<file path="src/design/prq_pkg.sv">
// Package for the priority ready queue: default sizes, command and status codes.
// No dependencies; imported by priority_ready_queue_top.
package prq_pkg;

    // Default sizes
    localparam int PRQ_DEPTH     = 16;
    localparam int PRQ_PRIO_BITS = 8;
    localparam int PRQ_TIME_BITS = 16;

    // Fixed field widths
    localparam int TASK_W   = 4;
    localparam int STATUS_W = 2;

    // Command codes
    localparam logic CMD_INSERT = 1'b0;
    localparam logic CMD_REMOVE = 1'b1;

    // Status codes
    localparam logic [STATUS_W-1:0] ST_OK        = 2'd0;
    localparam logic [STATUS_W-1:0] ST_FULL      = 2'd1;
    localparam logic [STATUS_W-1:0] ST_NOT_FOUND = 2'd2;

endpackage

</file>
<file path="src/design/prq_ram.sv">
// Generic single-port-write, single-port-read RAM with registered read data.
// No dependencies; used by priority_ready_queue_top for the sorted entries.
module prq_ram #(
    parameter int WIDTH = 28,
    parameter int DEPTH = 16
) (
    input  logic                     i_clk,
    input  logic                     i_we,
    input  logic [$clog2(DEPTH)-1:0] i_waddr,
    input  logic [WIDTH-1:0]         i_wdata,
    input  logic [$clog2(DEPTH)-1:0] i_raddr,
    output logic [WIDTH-1:0]         o_rdata
);

    logic [WIDTH-1:0] r_mem [DEPTH];
    logic [WIDTH-1:0] r_rdata;

    // Write port and registered read port
    always_ff @(posedge i_clk) begin
        if (i_we) begin
            r_mem[i_waddr] <= i_wdata;
        end
        r_rdata <= r_mem[i_raddr];
    end

    assign o_rdata = r_rdata;

endmodule

</file>
<file path="src/design/priority_ready_queue_top.sv">
// Priority ready queue: sorted task list in RAM with a scan-and-shift sequencer.
// Depends on prq_pkg and prq_ram.
//
// Usage:
//   Command channel: a transaction is taken at a rising edge with start high
//   and busy low. i_cmd selects insert (task placed by clamped priority, then
//   arrival time, then insertion order) or remove (front-most entry with the
//   matching task id is taken out).
//   Result channel: o_valid is high for exactly one cycle with o_status,
//   o_head_valid, o_head_task and o_queued. The receiver cannot stall; the
//   result is simply presented for that one cycle.
//   Configuration: i_max_priority is written at an edge with i_max_priority_we
//   high; the user must do so only while the block is idle (not enforced).
//   Sequence: an insert on a full queue goes straight to the result. Otherwise
//   the scan examines entries one by one, then the entries behind the slot are
//   moved one place, then the head is read back. The scan and the shift share
//   the single RAM read port.
//   busy is high from acceptance until the result is shown; a new command may
//   be accepted in the cycle the result is shown.
//   Reset: synchronous, active low. The queue empties and max_priority returns
//   to all ones; entry RAM contents are not cleared; unwritten entries are never used.
module priority_ready_queue_top
    import prq_pkg::*;
#(
    parameter int QUEUE_DEPTH = PRQ_DEPTH,
    parameter int PRIO_BITS   = PRQ_PRIO_BITS,
    parameter int TIME_BITS   = PRQ_TIME_BITS
) (
    input  logic                             i_clk,
    input  logic                             i_rst_n,
    input  logic                             start,
    output logic                             busy,
    input  logic                             i_cmd,
    input  logic [TASK_W-1:0]                i_task_id,
    input  logic [PRIO_BITS-1:0]             i_priority_req,
    input  logic [TIME_BITS-1:0]             i_arrive_time,
    input  logic                             i_max_priority_we,
    input  logic [PRIO_BITS-1:0]             i_max_priority,
    output logic                             o_valid,
    output logic [STATUS_W-1:0]              o_status,
    output logic                             o_head_valid,
    output logic [TASK_W-1:0]                o_head_task,
    output logic [$clog2(QUEUE_DEPTH+1)-1:0] o_queued
);

    localparam int ADDR_W = $clog2(QUEUE_DEPTH);
    localparam int CNT_W  = $clog2(QUEUE_DEPTH + 1);
    localparam int ENT_W  = TASK_W + PRIO_BITS + TIME_BITS;
    localparam logic [CNT_W-1:0] ONE   = CNT_W'(1);
    localparam logic [CNT_W-1:0] DEPTH = CNT_W'(QUEUE_DEPTH);

    typedef enum logic [3:0] {
        S_IDLE,
        S_SCAN,
        S_PREP_DN,
        S_SHIFT_DN,
        S_PLACE,
        S_PREP_UP,
        S_SHIFT_UP,
        S_HEAD,
        S_OUT
    } t_state;

    t_state r_state;

    // Command holding registers
    logic                 r_cmd;
    logic [TASK_W-1:0]    r_id;
    logic [PRIO_BITS-1:0] r_prio;
    logic [TIME_BITS-1:0] r_time;
    logic [PRIO_BITS-1:0] r_max_prio;

    // Queue control
    logic [CNT_W-1:0]    r_cnt;
    logic [CNT_W-1:0]    r_pos;
    logic [CNT_W-1:0]    r_src;

    // Result registers
    logic                r_out_valid;
    logic [STATUS_W-1:0] r_status;
    logic                r_head_valid;
    logic [TASK_W-1:0]   r_head_task;
    logic [CNT_W-1:0]    r_queued;

    // RAM ports
    logic              w_we;
    logic [CNT_W-1:0]  w_widx;
    logic [CNT_W-1:0]  w_ridx;
    logic [ENT_W-1:0]  w_wdata;
    logic [ENT_W-1:0]  w_rdata;

    logic                 w_accept;
    logic [PRIO_BITS-1:0] w_clamped;
    logic [TASK_W-1:0]    w_ent_task;
    logic [PRIO_BITS-1:0] w_ent_prio;
    logic [TIME_BITS-1:0] w_ent_time;
    logic                 w_go_on;

    assign w_accept  = start && !busy;
    assign w_clamped = (i_priority_req > r_max_prio) ? r_max_prio : i_priority_req;

    assign w_ent_task = w_rdata[ENT_W-1 -: TASK_W];
    assign w_ent_prio = w_rdata[TIME_BITS +: PRIO_BITS];
    assign w_ent_time = w_rdata[TIME_BITS-1:0];

    // Scan keeps going past an entry that stays ahead (insert) or does not match (remove)
    always_comb begin
        if (r_cmd == CMD_INSERT) begin
            w_go_on = (w_ent_prio != r_prio) ? (w_ent_prio < r_prio) : (w_ent_time <= r_time);
        end else begin
            w_go_on = (w_ent_task != r_id);
        end
    end

    // RAM addressing per state
    always_comb begin
        w_we    = 1'b0;
        w_widx  = '0;
        w_ridx  = '0;
        w_wdata = w_rdata;
        case (r_state)
            S_SCAN: begin
                w_ridx = r_pos + ONE;
            end
            S_PREP_DN: begin
                w_ridx = r_cnt - ONE;
            end
            S_SHIFT_DN: begin
                w_we   = 1'b1;
                w_widx = r_src + ONE;
                w_ridx = r_src - ONE;
            end
            S_PLACE: begin
                w_we    = 1'b1;
                w_widx  = r_pos;
                w_wdata = {r_id, r_prio, r_time};
            end
            S_PREP_UP: begin
                w_ridx = r_pos + ONE;
            end
            S_SHIFT_UP: begin
                w_we   = 1'b1;
                w_widx = r_src - ONE;
                w_ridx = r_src + ONE;
            end
            default: begin
                w_ridx = '0;
            end
        endcase
    end

    prq_ram #(
        .WIDTH (ENT_W),
        .DEPTH (QUEUE_DEPTH)
    ) u_ram (
        .i_clk   (i_clk),
        .i_we    (w_we),
        .i_waddr (w_widx[ADDR_W-1:0]),
        .i_wdata (w_wdata),
        .i_raddr (w_ridx[ADDR_W-1:0]),
        .o_rdata (w_rdata)
    );

    // Configuration register
    always_ff @(posedge i_clk) begin
        if (!i_rst_n) begin
            r_max_prio <= '1;
        end else if (i_max_priority_we) begin
            r_max_prio <= i_max_priority;
        end
    end

    // Sequencer and result registers
    always_ff @(posedge i_clk) begin
        if (!i_rst_n) begin
            r_state     <= S_IDLE;
            r_cnt       <= '0;
            r_out_valid <= 1'b0;
        end else begin
            r_out_valid <= 1'b0;
            case (r_state)
                S_IDLE: begin
                    if (w_accept) begin
                        r_cmd    <= i_cmd;
                        r_id     <= i_task_id;
                        r_prio   <= w_clamped;
                        r_time   <= i_arrive_time;
                        r_pos    <= '0;
                        r_status <= ST_OK;
                        if (i_cmd == CMD_INSERT && r_cnt >= DEPTH) begin
                            r_status <= ST_FULL;
                            r_state  <= S_OUT;
                        end else begin
                            r_state <= S_SCAN;
                        end
                    end
                end
                S_SCAN: begin
                    if (r_pos >= r_cnt || !w_go_on) begin
                        if (r_cmd == CMD_INSERT) begin
                            r_state <= S_PREP_DN;
                        end else if (r_pos >= r_cnt) begin
                            r_status <= ST_NOT_FOUND;
                            r_state  <= S_HEAD;
                        end else begin
                            r_state <= S_PREP_UP;
                        end
                    end else begin
                        r_pos <= r_pos + ONE;
                    end
                end
                S_PREP_DN: begin
                    if (r_cnt == r_pos) begin
                        r_state <= S_PLACE;
                    end else begin
                        r_src   <= r_cnt - ONE;
                        r_state <= S_SHIFT_DN;
                    end
                end
                S_SHIFT_DN: begin
                    if (r_src == r_pos) begin
                        r_state <= S_PLACE;
                    end else begin
                        r_src <= r_src - ONE;
                    end
                end
                S_PLACE: begin
                    r_cnt   <= r_cnt + ONE;
                    r_state <= S_HEAD;
                end
                S_PREP_UP: begin
                    if (r_pos + ONE >= r_cnt) begin
                        r_cnt   <= r_cnt - ONE;
                        r_state <= S_HEAD;
                    end else begin
                        r_src   <= r_pos + ONE;
                        r_state <= S_SHIFT_UP;
                    end
                end
                S_SHIFT_UP: begin
                    if (r_src + ONE >= r_cnt) begin
                        r_cnt   <= r_cnt - ONE;
                        r_state <= S_HEAD;
                    end else begin
                        r_src <= r_src + ONE;
                    end
                end
                S_HEAD: begin
                    r_state <= S_OUT;
                end
                S_OUT: begin
                    r_out_valid  <= 1'b1;
                    r_head_valid <= (r_cnt != '0);
                    r_head_task  <= (r_cnt != '0) ? w_ent_task : '0;
                    r_queued     <= r_cnt;
                    r_state      <= S_IDLE;
                end
                default: begin
                    r_state <= S_IDLE;
                end
            endcase
        end
    end

    assign busy         = (r_state != S_IDLE);
    assign o_valid      = r_out_valid;
    assign o_status     = r_status;
    assign o_head_valid = r_head_valid;
    assign o_head_task  = r_head_task;
    assign o_queued     = r_queued;

    // Occupancy never exceeds the RAM depth
    a_cnt_bound: assert property (@(posedge i_clk) disable iff (!i_rst_n)
        r_cnt <= DEPTH)
        else $error("queue count beyond depth");

    // An accepted command makes the block busy in the next cycle
    a_busy_after_start: assert property (@(posedge i_clk) disable iff (!i_rst_n)
        w_accept |=> busy)
        else $error("command accepted but block not busy");

    // Result count matches the occupancy and head flag follows it
    a_result_consistent: assert property (@(posedge i_clk) disable iff (!i_rst_n)
        o_valid |-> (o_queued == r_cnt) && (o_head_valid == (o_queued != '0)))
        else $error("result count or head flag inconsistent");

    // Shift source always points inside the occupied part
    a_shift_in_range: assert property (@(posedge i_clk) disable iff (!i_rst_n)
        (r_state == S_SHIFT_DN || r_state == S_SHIFT_UP) |-> (r_src < r_cnt))
        else $error("shift source outside queue");

    // A full-queue insert changes nothing and reports full
    a_full_keeps_count: assert property (@(posedge i_clk) disable iff (!i_rst_n)
        (o_valid && o_status == ST_FULL) |-> (o_queued == DEPTH))
        else $error("full status with queue not full");

endmodule
</file>
<file path="config.mk">
export PLATFORM = sky130hd
export DESIGN_NAME = priority_ready_queue_top
export DESIGN_NICKNAME = d
export VERILOG_FILES = /design/src/design/prq_pkg.sv /design/src/design/prq_ram.sv /design/src/design/priority_ready_queue_top.sv
export SDC_FILE = /design/constraint.sdc
export NUM_CORES = 1
export LEC_CHECK = 0
export ABC_AREA = 1
export CORE_AREA = 2 2 245 247
export CTS_CLUSTER_SIZE = 16
export DETAILED_ROUTE_END_ITERATION = 10
export DIE_AREA = 0 0 247 249
export DONT_BUFFER_PORTS = 1
export PLACE_DENSITY = 0.6
export SETUP_SLACK_MARGIN = 0.15
export SYNTH_ARGS = -nofsm -noshare
export SYNTH_HDL_FRONTEND = slang
export SYNTH_HIERARCHICAL = 1
export SYNTH_SLANG_ARGS = --single-unit
</file>
<file path="constraint.sdc">
create_clock -name i_clk -period 4.9 [get_ports i_clk]
set_input_delay 0.98 -clock i_clk [delete_from_list [all_inputs] [get_ports i_clk]]
set_output_delay 0.98 -clock i_clk [all_outputs]
set_load 0.1 [all_outputs]
</file>
After elaboration in Yosys (flattened, before gate mapping)
Memory sizes are Yosys's and may differ from the RTL's. A register that Yosys moved wholly into a read port is not among the register bits.
Index checks and enable logic that the tools add are counted.
{"block": "word_totals", "ram_bits": 448, "inputBits": 41, "out_inout_bits": 14, "mem_count": 1, "elab_cells": 109, "register_bits": 69}
{"block": "op_classes", "n_reduce_logical": 20, "n_addsub": 5, "eq_ne": 24, "order_cmp": 7, "bitwise_logic": 1, "muxes": 37}
{"name": "u_ram.r_mem", "words": 16, "word_bits": 28, "rd": 1, "rd_clocked_by_memory_dff": 1, "wr": 1, "line_no": "prq_ram.sv:15", "source": "logic [WIDTH-1:0] r_mem [DEPTH];"}
{"operator": "5-bit two-way mux", "count": 8}
{"operator": "4-bit one-hot mux with 8 select lines", "count": 1}
{"operator": "28-bit two-way mux", "count": 1}
{"operator": "2-bit != test, second input constant", "count": 12}
{"operator": "4-bit two-way mux", "count": 5}
{"operator": "5-bit one-hot mux with 4 select lines", "count": 1}
{"operator": "4-bit by 3-bit equality test with 1-bit output, second input constant", "count": 4}
{"operator": "16-bit less-or-equal comparator", "count": 1}
{"operator": "4-bit one-hot mux with 4 select lines", "count": 1}
{"operator": "5-bit by 1-bit adder with 5-bit output, second input constant", "count": 3}
{"operator": "5-bit >= comparator", "count": 3}
{"operator": "5-bit one-hot mux with 3 select lines", "count": 1}
{"operator": "4-bit one-hot mux with 3 select lines", "count": 1}
{"operator": "6-bit AND reduction", "count": 2}
{"operator": "5-bit equality test", "count": 2}
{"operator": "2-bit two-way mux", "count": 5}
{"operator": "5-bit one-hot mux with 2 select lines", "count": 1}
{"operator": "5-bit by 1-bit subtractor with 5-bit output, second input constant", "count": 2}
{"operator": "4-bit by 2-bit equality test with 1-bit output, second input constant", "count": 2}
{"operator": "8-bit > comparator", "count": 1}
{"operator": "8-bit less-than comparator", "count": 1}
{"operator": "1-bit two-way mux", "count": 8}
{"operator": "8-bit two-way mux", "count": 1}
{"operator": "8-bit != test", "count": 1}
{"operator": "20 further kinds", "count": 26}

Logic depth before layout (Yosys ltp)
Gate-level depths: netlist of the first run.
{"block": "logic_depth", "word_depth": 7, "mapped_depth": 18, "ltp_nobuf": 18}

Modules after synthesis
The synthesis of the first run kept the hierarchy.
{"module": "prq_ram", "seq_area_each_um2": 14013.4, "area_each_um2": 19827.8, "cells_each": 1860, "n_inst": 1}
{"module": "priority_ready_queue_top", "seq_area_each_um2": 1891.8, "area_each_um2": 4712.0, "cells_each": 578, "n_inst": 1}

Least setup slack after synthesis of the first run
No wires, ideal clock.
{"block": "synth_path", "kind": "reg-to-reg", "startpoint": "reg r_state[2]", "endpoint": "mem u_ram.r_mem[13][0] (enable)", "required_time_ps": 4487, "path_buffers": 1, "path_slack_ps": 1757, "path_stages_with_launch": 13, "synth_period_minus_slack_ps": 3143, "t_arrival_ps": 2731, "setup_time_ps": 413, "cell_sequence": "dfxtp_1 buf_6 inv_4 nand2_1 nor2_2 inv_1 nand2_1 nand3_1 o21ai_0 inv_1 nor2_1 nand2_1 nor2_1"}
{"block": "synth_via", "elab_chain_len": 5, "elab_cells_between_ends": 8, "cone_classes": "eq/ne (3); mux (4); reduce/logical (1)"}
{"element": "from (decl)", "line_no": "priority_ready_queue_top.sv:64", "source": "t_state r_state;"}
{"element": "from (signal assigned)", "line_no": "priority_ready_queue_top.sv:176", "source": "r_state <= S_IDLE;"}
{"element": "from (signal assigned)", "line_no": "priority_ready_queue_top.sv:192", "source": "r_state <= S_OUT;"}
{"element": "from (signal assigned)", "line_no": "priority_ready_queue_top.sv:194", "source": "r_state <= S_SCAN;"}
{"element": "4-bit by 3-bit equality test with 1-bit output or 4-bit by 2-bit equality test with 1-bit output (tied branches)", "line_no": "priority_ready_queue_top.sv:121", "source": "case (r_state)"}
{"element": "3-bit OR reduction (no line) (*)"}
{"element": "1-bit two-way mux (*)", "line_no": "priority_ready_queue_top.sv:121"}
{"element": "via w_we", "line_no": "priority_ready_queue_top.sv:86", "source": "logic w_we;"}
{"element": "1-bit two-way mux (*)", "line_no": "prq_ram.sv:20", "source": "if (i_we) begin"}
{"element": "1-bit two-way mux (implied by the code) (*)", "line_no": "prq_ram.sv:21", "source": "r_mem[i_waddr] <= i_wdata;"}
{"element": "to (decl)", "line_no": "prq_ram.sv:15"}
Mark *: on every way through the listed nets, which the timed path passes. The rest lies on a longest branch.

Final worst setup path of the first run
{"block": "layout_path", "startpoint": "reg r_state[2]", "endpoint": "reg u_ram.r_rdata[6], in the netlist u_ram/o_rdata[6], read port of u_ram.r_mem"}
{"block": "layout_via", "elab_chain_len": 3, "elab_cells_between_ends": 7, "cone_classes": "eq/ne (5); mux (1); reduce/logical (1)"}
{"element": "4-bit by 3-bit equality test with 1-bit output or 4-bit by 1-bit equality test with 1-bit output (tied branches)", "line_no": "priority_ready_queue_top.sv:121"}
{"element": "2-bit OR reduction (no line)"}
{"element": "4-bit one-hot mux with 4 select lines (*)", "line_no": "priority_ready_queue_top.sv:121"}
{"element": "via w_ridx[1]", "line_no": "priority_ready_queue_top.sv:88", "source": "logic [CNT_W-1:0] w_ridx;"}
{"element": "to (decl)", "line_no": "prq_ram.sv:16", "source": "logic [WIDTH-1:0] r_rdata;"}
Marked as above.
A chain may end at the register's enable or synchronous reset.

==> results of run 1 <==
[power by group]
group	internal, mW	leakage (nW)	switching (mW)
Combinational	2.07	5.89	5.26
Clock	2.57	0.939	1.80
Sequential	6.32	4.90	0.269
Total	11.0	11.7	7.32
[flip-flops by register name, summed over array words and instances (netlist names)]
register       flops
r_cnt              5
o_valid            1
o_head_valid       1
r_src              5
r_prio             8
u_ram/o_rdata     28
o_status           2
r_time            16
r_cmd              1
r_id               4
o_head_task        4
r_pos              5
o_queued           5
r_max_prio         8
u_ram/r_mem      448
r_state            4
[layer usage]
layer | track usage, % | up-vias | part of all wire [%]
met1 | 26.7 | 7976 | 44
met2 | 32.9 | 409 | 48
li1 | - | 7974 | -
met4 | 6.99 | 0 | 2.8
met5 | 0 | - | 0
met3 | 2.27 | 94 | 4.6
[per-stage QoR]
stage          hold WS (ns)  utilization, %  power, mW  area, sq um
5_1_grt               0.436            46.8       19.4        27500
4_1_cts               0.420            46.8       18.4        27500
3_3_place_gp          0.446            43.6       13.9        25600
3_5_place_dp          0.453            43.6       14.0        25600
6_report              0.457            46.8       18.3        27500
2_1_floorplan         0.431               -       11.8        24500
[critical path: stages (launching register included)]
cell	delay, ns
dfxtp_1	0.41
inv_4	0.14
nand2_1	0.14
nor3_1	0.37
inv_1	0.27
o211ai_1	0.31
buf_4	0.38
buf_4	0.91
nand3_1	0.26
nand3_1	0.13
nand3_1	0.10
nand2_1	0.11
[logic make-up after synthesis]
logic type,Yosys count,synth area share (%)
buffers and inverters,534,9.03
DFF,545,64.8
adders and majority gates,52,2.65
and+or+nand+nor,1169,20.2
xor gates and xnor gates,21,0.750
AOI/OAI and AO/OA,117,2.57
[cells in the final DEF (no fill, tap or decap), types with 8 or more instances in the layout]
master / synthesis / final
inv_1: 425 / 423
nor2_1: 57 / 40
edfxtp_1: 499 / 499
dfxtp_1: 46 / 46
clkinv_2: 0 / 16
nand3_1: 362 / 362
o21ai_0: 51 / 49
ha_1: 52 / 52
buf_4: 10 / 53
xnor2_1: 8 / 8
clkbuf_16: 0 / 61
nand4_1: 8 / 8
nand2_1: 721 / 721
nor2_4: 1 / 18
xor2_1: 13 / 13
clkbuf_1: 20 / 14
a21oi_1: 39 / 39
clkinv_1: 0 / 8
o21ai_1: 11 / 12
[layout make-up]
cell class                 instances  area [sq um]
clock buffer                      78          1620
inverter                         431          1630
sequential                       545         15900
tap                              773           967
timing repair buffer              58           498
fill                            5344         31200
clock inverter                    31           280
multi-input combinational       1359          6580
[worst max-delay path by stage]
stage / endpoint / startpoint
after floorplan: u_ram/r_mem[13][0] / r_state[2]
after global placement: u_ram/o_rdata[2] / r_state[2]
after detailed placement: u_ram/o_rdata[2] / r_state[2]
after CTS: u_ram/o_rdata[2] / r_state[2]
after global routing: u_ram/o_rdata[2] / r_state[2]
final: u_ram/o_rdata[6] / r_state[2]
==> results.sh, run 1 <==
export IMPL_reg2reg_depth=11
export IMPL_detail_route_wl_per_cell_um=18.6
export IMPL_r2r_start="r_state[2]"
export IMPL_grt_use_total_pct=19.8
export IMPL_synthDominantCellAreaShare_pct=61.1
export IMPL_avgSynthCellArea_sq_um=10.1
export IMPL_startpoint_type="register"
export IMPL_drt_first_pass_iters=6
export IMPL_whs_path_depth=0
export IMPL_gp_congestion=0.867
export IMPL_setup_tns_final_ns=0
export IMPL_final_setup_viol_count=0
export IMPL_dr_first_iter_drc_count=1263
export IMPL_start_util_pct=41.8
export IMPL_rsz0062_at_grt="false"
export IMPL_worstHoldPathType="primary input to register"
export IMPL_worstMarginPinSlew_ns=1.25
export IMPL_grt_pass1_wl_mm=93.8
export IMPL_final_cells=3275
export IMPL_core_sq_um=58700
export IMPL_syn_area_sq_um=24500
export IMPL_die_x_um=247
export IMPL_grt_pass1_vias=16100
export IMPL_synth_common_cells="nand2_1 (721), edfxtp_1 (499), inv_1 (425), nand3_1 (362), nor2_1 (57)"
export IMPL_timing_rr_end="u_ram/o_rdata[6]"
export IMPL_endpoint_kind="register"
export IMPL_drc_errors=0
export IMPL_design_die_area_sq_um=61500
export IMPL_yosysWarnings=6
export IMPL_diodes=0
export IMPL_cp_max_fo=89
export IMPL_port_buffers=0
export IMPL_synth_edf_count=499
export IMPL_areaGrowthSynthToFinish_pct=12.0
export IMPL_synth_cell_types=39
export IMPL_worstPathRequired_ns=5.45
export IMPL_ir_drop_uv=545
export IMPL_hold_end="r_time[5]"
export IMPL_p_leak_nw=11.7
export IMPL_async_reset_ff_share_pct=0
export IMPL_hold_start="i_arrive_time[5]"
export IMPL_final_nets=2546
export IMPL_slew_violations=0
export IMPL_routed_via_count=16500
export IMPL_via_per_inst=5.02
export IMPL_fin_crit_ns=3.73
export IMPL_final_layout_size_suffix_gt1_share_pct=7.39
export IMPL_post_cts_buffers=0
export IMPL_cts_root_buf="clkbuf_16"
export IMPL_setup_slack_ns=1.17
export IMPL_fin_skew_ns=0.0154
export IMPL_maxCapViolCount=0
export IMPL_synth_most_common_cell="nand2_1"
export IMPL_max_freq_ghz=0.268
export IMPL_slew_headroom_pct=16.2
export IMPL_htreeDepth=2
export IMPL_synth_nets=2531
export IMPL_grt_start_max_net_pins=225
export IMPL_die_height_um=249
export IMPL_core_rowCount=89
export IMPL_ctsResizeCount=0
export IMPL_ys_flop_type="edfxtp_1"
export IMPL_grt_overflow=0
export IMPL_ios=55
export IMPL_synthCells=2438
export IMPL_antenna_found_initial=0
export IMPL_arrival_ns=4.28
export IMPL_synth_top_area_cell="edfxtp_1"
export IMPL_fin_crit_sh_pct=76.2
export IMPL_synth_area_top_cells="edfxtp_1 (61%), nand2_1 (11%), nand3_1 (7.4%)"
export IMPL_worstSetupPathType="register to register"
export IMPL_cts_tree="built"
export IMPL_cts_buffers=58
export IMPL_postCtsHoldBufs=0
export IMPL_clk_latency_ns=0.62
export IMPL_clk_pin_slew_ns=0.06
export IMPL_detail_route_antenna_nets=0
export IMPL_power_density_nw_per_um2=665
export IMPL_finalHoldViolCount=0
export IMPL_detailed_place_hpwl_mm=34.5
export IMPL_routed_wl_mm=60.8
export IMPL_r2r_setup_slack_ns=1.17
export IMPL_status="finished, final reports clean"
export IMPL_max_clock_path_buffers=3
export IMPL_yosysSeqAreaShare_pct=64.8
export IMPL_synth_seq_cells=545
export IMPL_numClockSinks=545
export IMPL_pre_cts_slack_ns=1.30
export IMPL_place_inst=3166
(Power assumes the default switching activity.)
==> run 2: changes to the inputs <==
--- a/config.mk
+++ b/config.mk
@@ -11,7 +11,7 @@
 export DETAILED_ROUTE_END_ITERATION = 10
 export DIE_AREA = 0 0 247 249
 export DONT_BUFFER_PORTS = 1
-export PLACE_DENSITY = 0.6
+export PLACE_DENSITY = 0.62
 export SETUP_SLACK_MARGIN = 0.15
 export SYNTH_ARGS = -nofsm -noshare
 export SYNTH_HDL_FRONTEND = slang
==> constraint.sdc (replaced) <==
create_clock -name i_clk -period 3 [get_ports i_clk]
set_input_delay 0.6 -clock i_clk [delete_from_list [all_inputs] [get_ports i_clk]]
set_output_delay 0.6 -clock i_clk [all_outputs]
set_load 0.1 [all_outputs]
==> run 2 against run 1 <==
  * Routed wire length rose by 0.96%
  * Critical path depth rose by 1
  * Setup slack worse by 0.84 ns
  * Critical path type unchanged
  * Clock skew increased by 0.015 ns
  * First-iteration DRC count increased by 3.6%
==> results.sh, run 2 (synthesized netlist as in run 1, its figures left out) <==
export IMPL_routed_wl_mm=61.4
export IMPL_regArea_sq_um=15900
export IMPL_top_register="u_ram/r_mem"
export IMPL_grt_pass1_wl_mm=95.1
export IMPL_design_die_area_sq_um=61500
export IMPL_diodes=0
export IMPL_cp_max_fo=33
export IMPL_worstPathCellList="inv_1, nand2_1, nor3_2, inv_1, o211ai_1, buf_12, buf_4, nand2_1, nand3_1, nand3_1, nand3_1, nand2_1"
export IMPL_num_fill_cells=5322
export IMPL_max_clock_path_buffers=3
export IMPL_fin_crit_sh_pct=89.0
export IMPL_detailed_place_hpwl_mm=37.7
export IMPL_cts_tree="built"
export IMPL_fin_crit_ns=2.67
export IMPL_slew_headroom_pct=22.3
export IMPL_worstHoldPathType="primary input to register"
export IMPL_cts_root_buf="clkbuf_16"
export IMPL_final_nets=2601
export IMPL_grt_use_total_pct=20.2
export IMPL_worstPathRequired_ns=3.50
export IMPL_worstSetupPathType="register to register"
export IMPL_final_setup_viol_count=0
export IMPL_grt_pass1_vias=16500
export IMPL_drc_errors=0
export IMPL_status="finished, final reports clean"
export IMPL_final_cell_mix="nand2_1 (721), edfxtp_1 (499), inv_1 (423)"
export IMPL_ios=55
export IMPL_critPathBufInv=4
export IMPL_max_stage_delay_ns=0.37
export IMPL_detail_route_antenna_nets=0
export IMPL_die_x_um=247
export IMPL_clk_pin_slew_ns=0.06
export IMPL_die_height_um=249
export IMPL_cts_buffers=56
export IMPL_slew_violations=0
export IMPL_clk_latency_ns=0.62
export IMPL_r2r_setup_slack_ns=0.33
export IMPL_slowest_stage="buf_4"
export IMPL_startpoint_type="register"
export IMPL_ir_drop_uv=584
export IMPL_max_freq_ghz=0.375
export IMPL_routed_via_count=16700
export IMPL_endpoint_kind="register"
export IMPL_core_rowCount=89
export IMPL_gp_congestion=0.853
export IMPL_p_leak_nw=12.1
export IMPL_numClockSinks=545
export IMPL_final_layout_size_suffix_gt1_share_pct=9.28
export IMPL_maxCapViolCount=0
export IMPL_dr_first_iter_drc_count=1309
export IMPL_htreeDepth=2
export IMPL_port_buffers=0
export IMPL_drt_first_pass_iters=6
export IMPL_grt_overflow=0
export IMPL_setup_tns_final_ns=0
export IMPL_largest_register_ffs=448
export IMPL_detail_route_wl_per_cell_um=18.4
export IMPL_start_util_pct=41.8
export IMPL_power_density_nw_per_um2=1090
export IMPL_via_per_inst=5.02
export IMPL_areaGrowthSynthToFinish_pct=14.9
export IMPL_crit_family="buffers and inverters"
export IMPL_core_sq_um=58700
export IMPL_fin_skew_ns=0.0299
export IMPL_arrival_ns=3.17
export IMPL_final_common_cell="nand2_1"
export IMPL_multi_input_area_sq_um=6600
export IMPL_rsz0062_at_grt="false"
export IMPL_grt_start_max_net_pins=51
export IMPL_timing_hold_ws_ns=0.0737
export IMPL_antenna_found_initial=0
export IMPL_finalHoldViolCount=0
export IMPL_worstMarginPinSlew_ns=1.16
==> run 2: cell count changes in the layout (fill, tap and decap cells not counted), moves of 2 or more <==
cell,previous run,this run
buf_4,53,81
clkinv_2,16,8
clkinv_1,8,10
buf_12,5,34
clkbuf_8,3,5
clkbuf_16,61,58
clkinv_4,0,2
==> run 2: where the power goes <==
part | switching, mW | internal (mW)
Sequential | 0.428 | 10.3
Clock | 2.84 | 4.00
Combinational | 8.89 | 4.17
==> run 2: worst paths after layout <==
path                  from  cells past startpoint                end
max             r_state[3]                     12  u_ram/o_rdata[10]
min                  i_cmd                      0              r_cmd
max reg2reg     r_state[3]                     12  u_ram/o_rdata[10]
min reg2reg  r_max_prio[0]                      2      r_max_prio[0]
==> run 2: layout make-up <==
type / instances / share of cell area (%)
Inverter: 431 / 5.78
Clock buffer: 78 / 5.59
Sequential cell: 545 / 56.4
Clock inverter: 26 / 0.861
Tap cell: 773 / 3.43
Multi-Input combinational cell: 1359 / 23.4
Timing Repair Buffer: 115 / 4.57
==> run 2: what timing repair did <==
item,in CTS,in global routing
gates resized for setup,0,5
setup buffers,1,3
pin swaps,1,0
setup endpoints to repair,7,328
hold buffers,0,0
==> run 2: stage by stage <==
step	utilization, %	area [sq um]	total power [mW]	instances	setup slack [ns]
2_1_floorplan	-	24600	19.2	2438	-0.143
3_3_place_gp	44.9	26300	23.7	3218	0.137
3_5_place_dp	44.9	26300	23.9	3218	0.124
4_1_cts	48.0	28200	30.8	3323	0.153
5_1_grt	48.1	28200	32.6	3327	0.157
6_report	48.1	28200	30.6	3327	0.331
==> run 2: per-layer routing <==
layer	global-route usage, %	wire length, um	vias to the layer above
li1	-	-	8099
met1	27.3	26400	7944
met2	32.4	28800	547
met3	3.57	3950	124
met4	7.92	2250	0
met5	0	0	-
==> run 3: changes to the inputs <==
--- a/config.mk
+++ b/config.mk
@@ -11,6 +11,7 @@
 export DETAILED_ROUTE_END_ITERATION = 10
 export DIE_AREA = 0 0 247 249
 export DONT_BUFFER_PORTS = 1
+export MAX_ROUTING_LAYER = met4
 export PLACE_DENSITY = 0.62
 export SETUP_SLACK_MARGIN = 0.15
 export SYNTH_ARGS = -nofsm -noshare
==> run 3 against run 2 <==
  * Global-route usage rose by 0.42 points
  * Power decreased by 0.89%
  * Design area down 0.34%
  * Largest power group unchanged
  * Sequential share of layout area grew 0.19 points
  * Sequential power about the same
  * Setup slack got worse by 0.044 ns
  * Routed wire length up 0.26%
  * Critical path depth fell by 1
  * Clock skew decreased by 0.0039 ns
  * Cell count down 0.36%
  * Combinational power shrank 5%
  * Clock-buffer cell count is 2 higher
==> results.sh, run 3 (synthesized netlist as in run 1, its figures left out) <==
export IMPL_largest_register_ffs=448
export IMPL_r2r_start="r_src[0]"
export IMPL_fin_crit_sh_pct=90.4
export IMPL_grt_pass1_vias=16200
export IMPL_worstHoldPathType="primary input to register"
export IMPL_via_per_inst=5.03
export IMPL_place_area_sq_um=26200
export IMPL_r2r_setup_slack_ns=0.29
export IMPL_setup_slack_ns=0.287
export IMPL_worstMarginPinSlew_ns=1.15
export IMPL_port_buffers=0
export IMPL_num_fill_cells=5260
export IMPL_p_leak_nw=12.0
export IMPL_fin_skew_ns=0.0260
export IMPL_power_density_nw_per_um2=1080
export IMPL_final_cell_mix="nand2_1 (721), edfxtp_1 (499), inv_1 (423)"
export IMPL_reg2reg_depth=11
export IMPL_detail_route_wl_per_cell_um=18.6
export IMPL_clk_latency_ns=0.63
export IMPL_htreeDepth=2
export IMPL_diodes=0
export IMPL_final_cells=3315
export IMPL_worstPathRequired_ns=3.34
export IMPL_slew_violations=0
export IMPL_start_util_pct=41.8
export IMPL_startpoint_type="register"
export IMPL_antenna_found_initial=0
export IMPL_grt_start_max_net_pins=113
export IMPL_clk_pin_slew_ns=0.06
export IMPL_ios=55
export IMPL_detail_route_antenna_nets=0
export IMPL_detailed_place_hpwl_mm=36.4
export IMPL_crit_start="r_src[0]"
export IMPL_place_inst=3204
export IMPL_worstPathCellList="ha_1, nand3_1, xor2_2, ha_1, a21oi_1, o21a_1, nand3_1, nand2_1, o21ai_1, nor4_1, buf_4"
export IMPL_max_freq_ghz=0.369
export IMPL_grt_pass1_wl_mm=94.7
export IMPL_final_common_cell="nand2_1"
export IMPL_ir_drop_uv=618
export IMPL_grt_use_total_pct=20.6
export IMPL_numClockSinks=545
export IMPL_drt_first_pass_iters=5
export IMPL_pre_cts_slack_ns=0.147
export IMPL_maxCapViolCount=0
export IMPL_timing_hold_ws_ns=0.0601
export IMPL_worstSetupPathType="register to register"
export IMPL_die_height_um=249
export IMPL_fin_crit_ns=2.71
export IMPL_grt_overflow=0
export IMPL_areaGrowthSynthToFinish_pct=14.6
export IMPL_cp_max_fo=5
export IMPL_final_nets=2586
export IMPL_total_power_mw=30.4
export IMPL_cts_tree="built"
export IMPL_critPathCapture="r_src[2]"
export IMPL_gp_congestion=0.868
export IMPL_max_stage_delay_ns=0.48
export IMPL_rsz0062_at_grt="false"
export IMPL_top_register="u_ram/r_mem"
export IMPL_cts_buffers=57
export IMPL_fin_util_pct=47.9
export IMPL_arrival_ns=3.05
export IMPL_dr_first_iter_drc_count=1454
export IMPL_postCtsHoldBufs=0
export IMPL_post_route_cell_area_sq_um=28100
export IMPL_core_rowCount=89
export IMPL_routed_via_count=16700
export IMPL_slowest_stage="edfxtp_1"
export IMPL_die_x_um=247
export IMPL_endpoint_kind="register"
export IMPL_status="finished, final reports clean"
export IMPL_routed_wl_mm=61.5
export IMPL_max_clock_path_buffers=3
export IMPL_drc_errors=0
export IMPL_core_sq_um=58700
export IMPL_final_layout_size_suffix_gt1_share_pct=8.89
export IMPL_finalHoldViolCount=0
export IMPL_timing_rr_end="r_src[2]"
export IMPL_slew_headroom_pct=23.1
export IMPL_final_setup_viol_count=0
export IMPL_design_die_area_sq_um=61500
export IMPL_cts_root_buf="clkbuf_16"
export IMPL_setup_tns_final_ns=0
## run 3: changes by cell type in the layout (fill, tap and decap cells not counted), sizes merged
cell      delta
clkinvlp     +1
clkbuf       +2
clkinv       -2
inv          +2
bufinv       +1
buf         -16
## run 3: worst min-delay path by stage
stage / start / endpoint / cells after the start
floorplan: r_cnt[3] / o_queued[3] / 0
global placement: r_cnt[3] / o_queued[3] / 0
detailed placement: r_cnt[3] / o_queued[3] / 0
CTS: i_task_id[2] / r_id[2] / 0
global route: i_task_id[1] / r_id[1] / 0
finish: i_task_id[2] / r_id[2] / 0
## run 3: what timing repair did
| item | 4_1_cts | 5_1_grt |
|---|---|---|
| pin swaps | 1 | 1 |
| resized for setup | 0 | 1 |
| buffers inserted | 1 | 2 |
| endpoints found under the setup margin | 14 | 29 |
## run 3: power breakdown
| group | leakage, nW | internal (mW) | switching [mW] |
|---|---|---|---|
| sequential | 4.90 | 10.3 | 0.448 |
| clock | 0.920 | 4.14 | 2.93 |
| combinational | 6.19 | 3.95 | 8.60 |
| total | 12.0 | 18.4 | 12.0 |
## run 3: routing by layer
metal	wire length [um]	share of wire [%]	GRT usage, %
met1	27200	44	27.2
met2	29500	48	33.0
met3	3150	5.1	2.61
met4	1770	2.9	7.04
met5	0	0	-
## run 3: final cells by class
class,instances,area (sq um),area share [%]
repair buffers,99,1140,4.07
clock inverters,28,288,1.02
inverters,431,1630,5.79
flip-flops and latches,545,15900,56.6
well taps,773,967,3.44
clock buffers,80,1590,5.67
multi-input cells,1359,6590,23.4
## run 3: critical path: cells and delay by family (launching register included)
family	cells	cell delay, ns
buffers and inverters	1	0.20
AO/OA/AOI/OAI	3	0.44
XOR/XNOR	1	0.19
adder cells (fa/ha/maj)	2	0.56
AND/OR/NAND/NOR	4	0.57
flip-flops	1	0.48
